===== src/rtl/assert_macros.svh =====
// Assertion macros shared by the transmit queue RTL.
`ifndef ASSERT_MACROS_SVH
`define ASSERT_MACROS_SVH

// Property that must hold at every clock edge outside reset.
`define CTQ_ASSERT(lbl, prop, msg) \
  lbl: assert property (@(posedge clk) disable iff (rst) (prop)) else $error(msg);

// Trigger in this cycle implies a consequence in the next cycle.
`define CTQ_ASSERT_NEXT(lbl, trig, cons, msg) \
  lbl: assert property (@(posedge clk) disable iff (rst) (trig) |=> (cons)) else $error(msg);

`endif


===== src/rtl/ctq_pkg.sv =====
// Types and constants for the CAN frame transmit queue.
`timescale 1ns / 1ps
package ctq_pkg;

  localparam logic       OP_PUSH = 1'b0;
  localparam logic       OP_POP  = 1'b1;

  localparam logic [10:0] ID_MAX  = 11'h7FF;
  localparam logic [3:0]  LEN_MAX = 4'd8;
  localparam int          FILL_W  = 7;
  localparam int          HDR_W   = 15;

  localparam logic [2:0] ST_PUSHED  = 3'd0;
  localparam logic [2:0] ST_BAD_ID  = 3'd1;
  localparam logic [2:0] ST_BAD_LEN = 3'd2;
  localparam logic [2:0] ST_FULL    = 3'd3;
  localparam logic [2:0] ST_POPPED  = 3'd4;
  localparam logic [2:0] ST_EMPTY   = 3'd5;
  localparam logic [2:0] ST_DROPPED = 3'd6;

  typedef struct packed {
    logic        operation;
    logic [28:0] push_id;
    logic [3:0]  push_length;
    logic [63:0] push_payload;
  } req_t;

  typedef struct packed {
    logic [2:0]        status;
    logic [10:0]       pop_id;
    logic [3:0]        pop_length;
    logic [63:0]       pop_payload;
    logic [FILL_W-1:0] fill_count;
  } rsp_t;

  // Result of one accepted operation, waiting on the frame store read.
  typedef struct packed {
    logic              pop_read;
    logic [2:0]        status;
    logic [FILL_W-1:0] fill;
  } pend_t;

endpackage


===== src/rtl/ctq_ctrl.sv =====
// Queue control: pointers, fill count, push checks and store access.
`timescale 1ns / 1ps
`include "assert_macros.svh"
module ctq_ctrl #(
  parameter int QUEUE_DEPTH = 64,
  localparam int AW = (QUEUE_DEPTH > 1) ? $clog2(QUEUE_DEPTH) : 1
) (
  input  logic                       clk,
  input  logic                       rst,
  input  logic                       accept,
  input  ctq_pkg::req_t              req,
  output ctq_pkg::pend_t             pend,
  output logic                       wr_en,
  output logic [AW-1:0]              wr_addr,
  output logic [ctq_pkg::HDR_W-1:0]  wr_hdr,
  output logic [63:0]                wr_pay,
  output logic                       rd_en,
  output logic [AW-1:0]              rd_addr
);
  import ctq_pkg::*;

  localparam int CW    = $clog2(QUEUE_DEPTH + 1);
  localparam int EXT_W = (CW > FILL_W) ? CW : FILL_W;
  localparam logic [AW-1:0] PTR_LAST = AW'(QUEUE_DEPTH - 1);
  localparam logic [CW-1:0] CNT_FULL = CW'(QUEUE_DEPTH);

  logic [AW-1:0]    rd_ptr, rd_ptr_next;
  logic [AW-1:0]    wr_ptr, wr_ptr_next;
  logic [CW-1:0]    count, count_next;
  logic [EXT_W-1:0] count_ext;
  logic             id_ok, len_ok, full, empty;
  logic [2:0]       status;

  always_comb begin
    id_ok  = (req.push_id != '0) && (req.push_id <= 29'(ID_MAX));
    len_ok = req.push_length <= LEN_MAX;
    full   = count == CNT_FULL;
    empty  = count == '0;

    wr_en  = 1'b0;
    rd_en  = 1'b0;
    status = ST_PUSHED;
    if (req.operation == OP_PUSH) begin
      if (!id_ok) begin
        status = ST_BAD_ID;
      end else if (!len_ok) begin
        status = ST_BAD_LEN;
      end else if (full) begin
        status = ST_FULL;
      end else begin
        status = ST_PUSHED;
        wr_en  = accept;
      end
    end else begin
      if (empty) begin
        status = ST_EMPTY;
      end else begin
        // final code (popped or dropped) is settled once the header is read
        status = ST_POPPED;
        rd_en  = accept;
      end
    end

    wr_ptr_next = wr_ptr;
    rd_ptr_next = rd_ptr;
    count_next  = count;
    if (wr_en) begin
      wr_ptr_next = (wr_ptr == PTR_LAST) ? '0 : wr_ptr + 1'b1;
      count_next  = count + 1'b1;
    end
    if (rd_en) begin
      rd_ptr_next = (rd_ptr == PTR_LAST) ? '0 : rd_ptr + 1'b1;
      count_next  = count - 1'b1;
    end

    count_ext     = EXT_W'(count_next);
    pend.pop_read = (req.operation == OP_POP) && !empty;
    pend.status   = status;
    pend.fill     = count_ext[FILL_W-1:0];
  end

  assign wr_addr = wr_ptr;
  assign wr_hdr  = {req.push_length, req.push_id[10:0]};
  assign wr_pay  = req.push_payload;
  assign rd_addr = rd_ptr;

  always_ff @(posedge clk) begin
    if (rst) begin
      rd_ptr <= '0;
      wr_ptr <= '0;
      count  <= '0;
    end else begin
      rd_ptr <= rd_ptr_next;
      wr_ptr <= wr_ptr_next;
      count  <= count_next;
    end
  end

  `CTQ_ASSERT(a_cnt_range, count <= CNT_FULL, "fill count above queue depth")
  `CTQ_ASSERT(a_empty_ptrs, (count != '0) || (rd_ptr == wr_ptr), "empty queue with split pointers")
  `CTQ_ASSERT(a_one_port, !(wr_en && rd_en), "store written and read in one cycle")
  `CTQ_ASSERT_NEXT(a_push_cnt, wr_en, count == CW'($past(count) + 1'b1), "push did not count up")

endmodule


===== config.mk =====
export PLATFORM = sky130hd
export DESIGN_NAME = ctq_ctrl
export DESIGN_NICKNAME = d
export VERILOG_FILES = /design/src/rtl/ctq_pkg.sv /design/src/rtl/ctq_ctrl.sv
export VERILOG_INCLUDE_DIRS = /design/src /design/src/rtl
export SDC_FILE = /design/constraint.sdc
export NUM_CORES = 1
export LEC_CHECK = 0
export BUFFER_PORTS_ARGS = -buffer_cell sky130_fd_sc_hd__buf_2
export CAP_MARGIN = 20
export CORE_AREA = 2 2 79 81
export DETAILED_ROUTE_END_ITERATION = 10
export DIE_AREA = 0 0 81 83
export PLACE_DENSITY = 0.76
export SETUP_SLACK_MARGIN = 0.02
export SYNTH_ARGS = -nofsm -noshare
export SYNTH_HDL_FRONTEND = slang
export SYNTH_SLANG_ARGS = --single-unit
export TNS_END_PERCENT = 10

===== constraint.sdc =====
create_clock -name clk -period 4.5 [get_ports clk]
set_input_delay 1.35 -clock clk [delete_from_list [all_inputs] [get_ports clk]]
set_output_delay 1.35 -clock clk [all_outputs]
set_load 0.05 [all_outputs]

==> key figures <==
Timing
  • Final WS setup: 0.0453 ns
  • Final setup viols: 0
  • Max-slew violation count: 0
  • Clk_skew: 0.00275 ns
  • Period utilization: 0.990
  • Fmax achieved: 0.224 GHz
  • Worst slew pin tran: 0.464 ns
  • Final hold viol count: 0
  • Relative slew slack: 0.688
  • RSZ-0062 raised after global routing: true
  • Minimum clock period after layout: 4.45 ns

Route
  • ANT nets after route: 0
  • Post-route DRC: 0
  • DR WL met2: 2.13 mm
  • Met1 wire length: 1.89 mm
  • Initial DRC Count: 62
  • Total number of vias: 1,610
  • Met3 WL: 294 um
  • Wire per inst: 13.9 um
  • Highest metal used: met4
  • Final WL: 4.44 mm
  • Vias per cell: 5.05
  • First drt pass iteration count: 4

Min path
  • Worst Hold Class: flip-flop to flip-flop
  • Hold path depth: 2

Synth
  • Sequential area share after synthesis: 0.203
  • Synth Net Count: 349
  • Yosys top cell by area: buf_4
  • Area share of the leading cell type in the synthesized netlist: 0.332
  • Post-Syn Instances: 243
  • Cell Area, Synth: 1880 um2
  • Top-count cell post-synth: buf_4
  • Yosys synthesis warning count: 0
  • Synth top area cells: buf_4 (33%), dfxtp_1 (20%), ha_1 (3.3%)
  • Yosys reg bits: 19
  • Post-synth EDFFs: 0
  • Top cells by count, synth: buf_4 (83), dfxtp_1 (19), nor2_1 (13)
  • Synth Flop Type: dfxtp_1
  • Avg Cell Area, Syn: 7.72 um2
  • Post-synth ARST share: 0
  • Netlist cell types: 46

Setup path
  • CP Capture Type: primary output
  • Crit path launch type: input pin
  • CP max FO: 11
  • Worst EP required: 3.15 ns
  • Critical path class: input pin to primary output
  • Worst reg-to-reg path cell count: 8
  • Worst Path Arrival: 3.10 ns

CTS
  • CTS tree: yes
  • Clock Pin Slew Worst Setup and Hold Paths: 0.07 ns
  • Skew-Pair Late Insertion Delay: 0.25 ns
  • H-tree levels: 1
  • Clock Sink Count: 19
  • Clk root buf: clkbuf_8
  • CTS buffer count: 3
  • Cts-stage hold buffer count: 0
  • Clk buf depth: 2

Power and ir drop
  • Pwr dens: 426 nW/um2
  • Maximum vdd drop: 0.149 mV
  • Static Leak: 0.879 nW

Die
  • IO Count: 205
  • Die extent in x: 81 um
  • Core footprint: 5820 um2
  • Full die area: 6720 um2
  • Initial Util: 0.323
  • Die H: 83 um
  • Rows: 28

Finish
  • Final Util: 0.341
  • Syn-to-layout area delta: 5.67%
  • Final layout net count: 351
  • Diode count: 0
  • Finished Cell Area: 1980 um2
  • Layout cell share with drive strength beyond 1: 0.443

GRT
  • Initial antenna violation count: 0
  • Tot GR Track Use: 0.127
  • Overflow after GRT: 0
  • Vias in the first global route: 1,550
  • Pin count of the biggest net entering global routing: 25
  • Global-route wire length before repair: 7.18 mm

Place
  • Dpl hpwl: 3.39 mm
  • Dpl cell area: 1800 um2
  • RD Place Congestion: 0.788
  • I/O Buffers: 76
  • Setup slack at placement: -0.131 ns

Flow run
  • Max cap viols: 0

Run status
  • Status: complete, no violations
## state kept, by name, summed over array words and instances, names as in the netlist
name / flops
count: 7
rd_addr: 6
wr_addr: 6
## routing by layer
metal	global-route usage	vias up
li1	-	767
met4	0.0678	0
met3	0.0228	30
met2	0.205	36
met1	0.158	777
met5	0	-
## where the power goes
group	total (mW)	switching (mW)	internal, mW
registers	0.233	0.0438	0.189
logic	0.491	0.321	0.170
clock network	0.120	0.0576	0.0629
total	0.844	0.423	0.422
## cell type report
class,count,area [um2]
sequential,19,380
fill,622,3830
timing repair buffer,86,507
multi-input combinational,127,920
inverter,8,37.5
tap,75,93.8
clock buffer,4,45.0
## worst paths after layout
| kind | endpoint | slack [ns] | from |
|---|---|---|---|
| hold reg to reg | wr_addr[5] | 0.50 | wr_addr[5] |
| setup reg to reg | wr_addr[5] | 2.04 | count[0] |
| hold / removal | wr_addr[5] | 0.50 | wr_addr[5] |
| setup / recovery | pend[2] | 0.05 | req[97] |
## cells in the final DEF (no fill, tap or decap), drive strengths merged, types with 2 or more instances in the layout
cell / n
o21ai: 5
nand2b: 3
a41oi: 2
a21oi: 12
nand2: 12
nand3: 10
and2: 2
nor3: 8
xnor2: 7
or4: 2
a31oi: 3
nor4: 9
dfxtp: 19
ha: 5
and3: 6
mux2: 2
a311oi: 3
buf: 86
or3: 4
nor2: 13
inv: 8
nand4: 2
o31ai: 2
clkbuf: 4
## what timing repair did
| action | 4_1_cts | 5_1_grt |
|---|---|---|
| endpoints found under the setup margin | 7 | 7 |
| endpoints found under the hold margin | 0 | 0 |
| setup buffers | 0 | 1 |
| gates cloned | 0 | 0 |
| pin swaps | 2 | 9 |
| gates resized for setup | 13 | 15 |
## per-stage QoR
step / hold slack (ns) / cells / TNS, ns / total power, mW
2_1_floorplan: 0.559 / 243 / -0.697 / 0.736
3_3_place_gp: 0.473 / 314 / -0.312 / 0.687
3_5_place_dp: 0.488 / 314 / -0.504 / 0.694
4_1_cts: 0.501 / 318 / 0 / 0.831
5_1_grt: 0.527 / 319 / -0.125 / 0.893
6_report: 0.499 / 319 / 0 / 0.844
## kinds of logic after synthesis
kind of cell               Yosys count  share of synthesized area
buffers and inverters               97                      0.365
and+or+nand+nor                     78                      0.229
AOI/OAI and AO/OA                   33                      0.115
DFF                                 19                      0.203
xor gates and xnor gates             8                     0.0373
adders and majority gates            5                     0.0333
muxes                                3                     0.0173
## worst max-delay path, cell delays in order
cell and delay (ns):
buf_6 0.10, nor4_4 0.29, nand3_1 0.11, or4b_4 0.58, buf_4 0.21, o22ai_2 0.22, nor2_2 0.08, buf_12 0.15
Note: power is estimated with default switching activity, not from simulation.
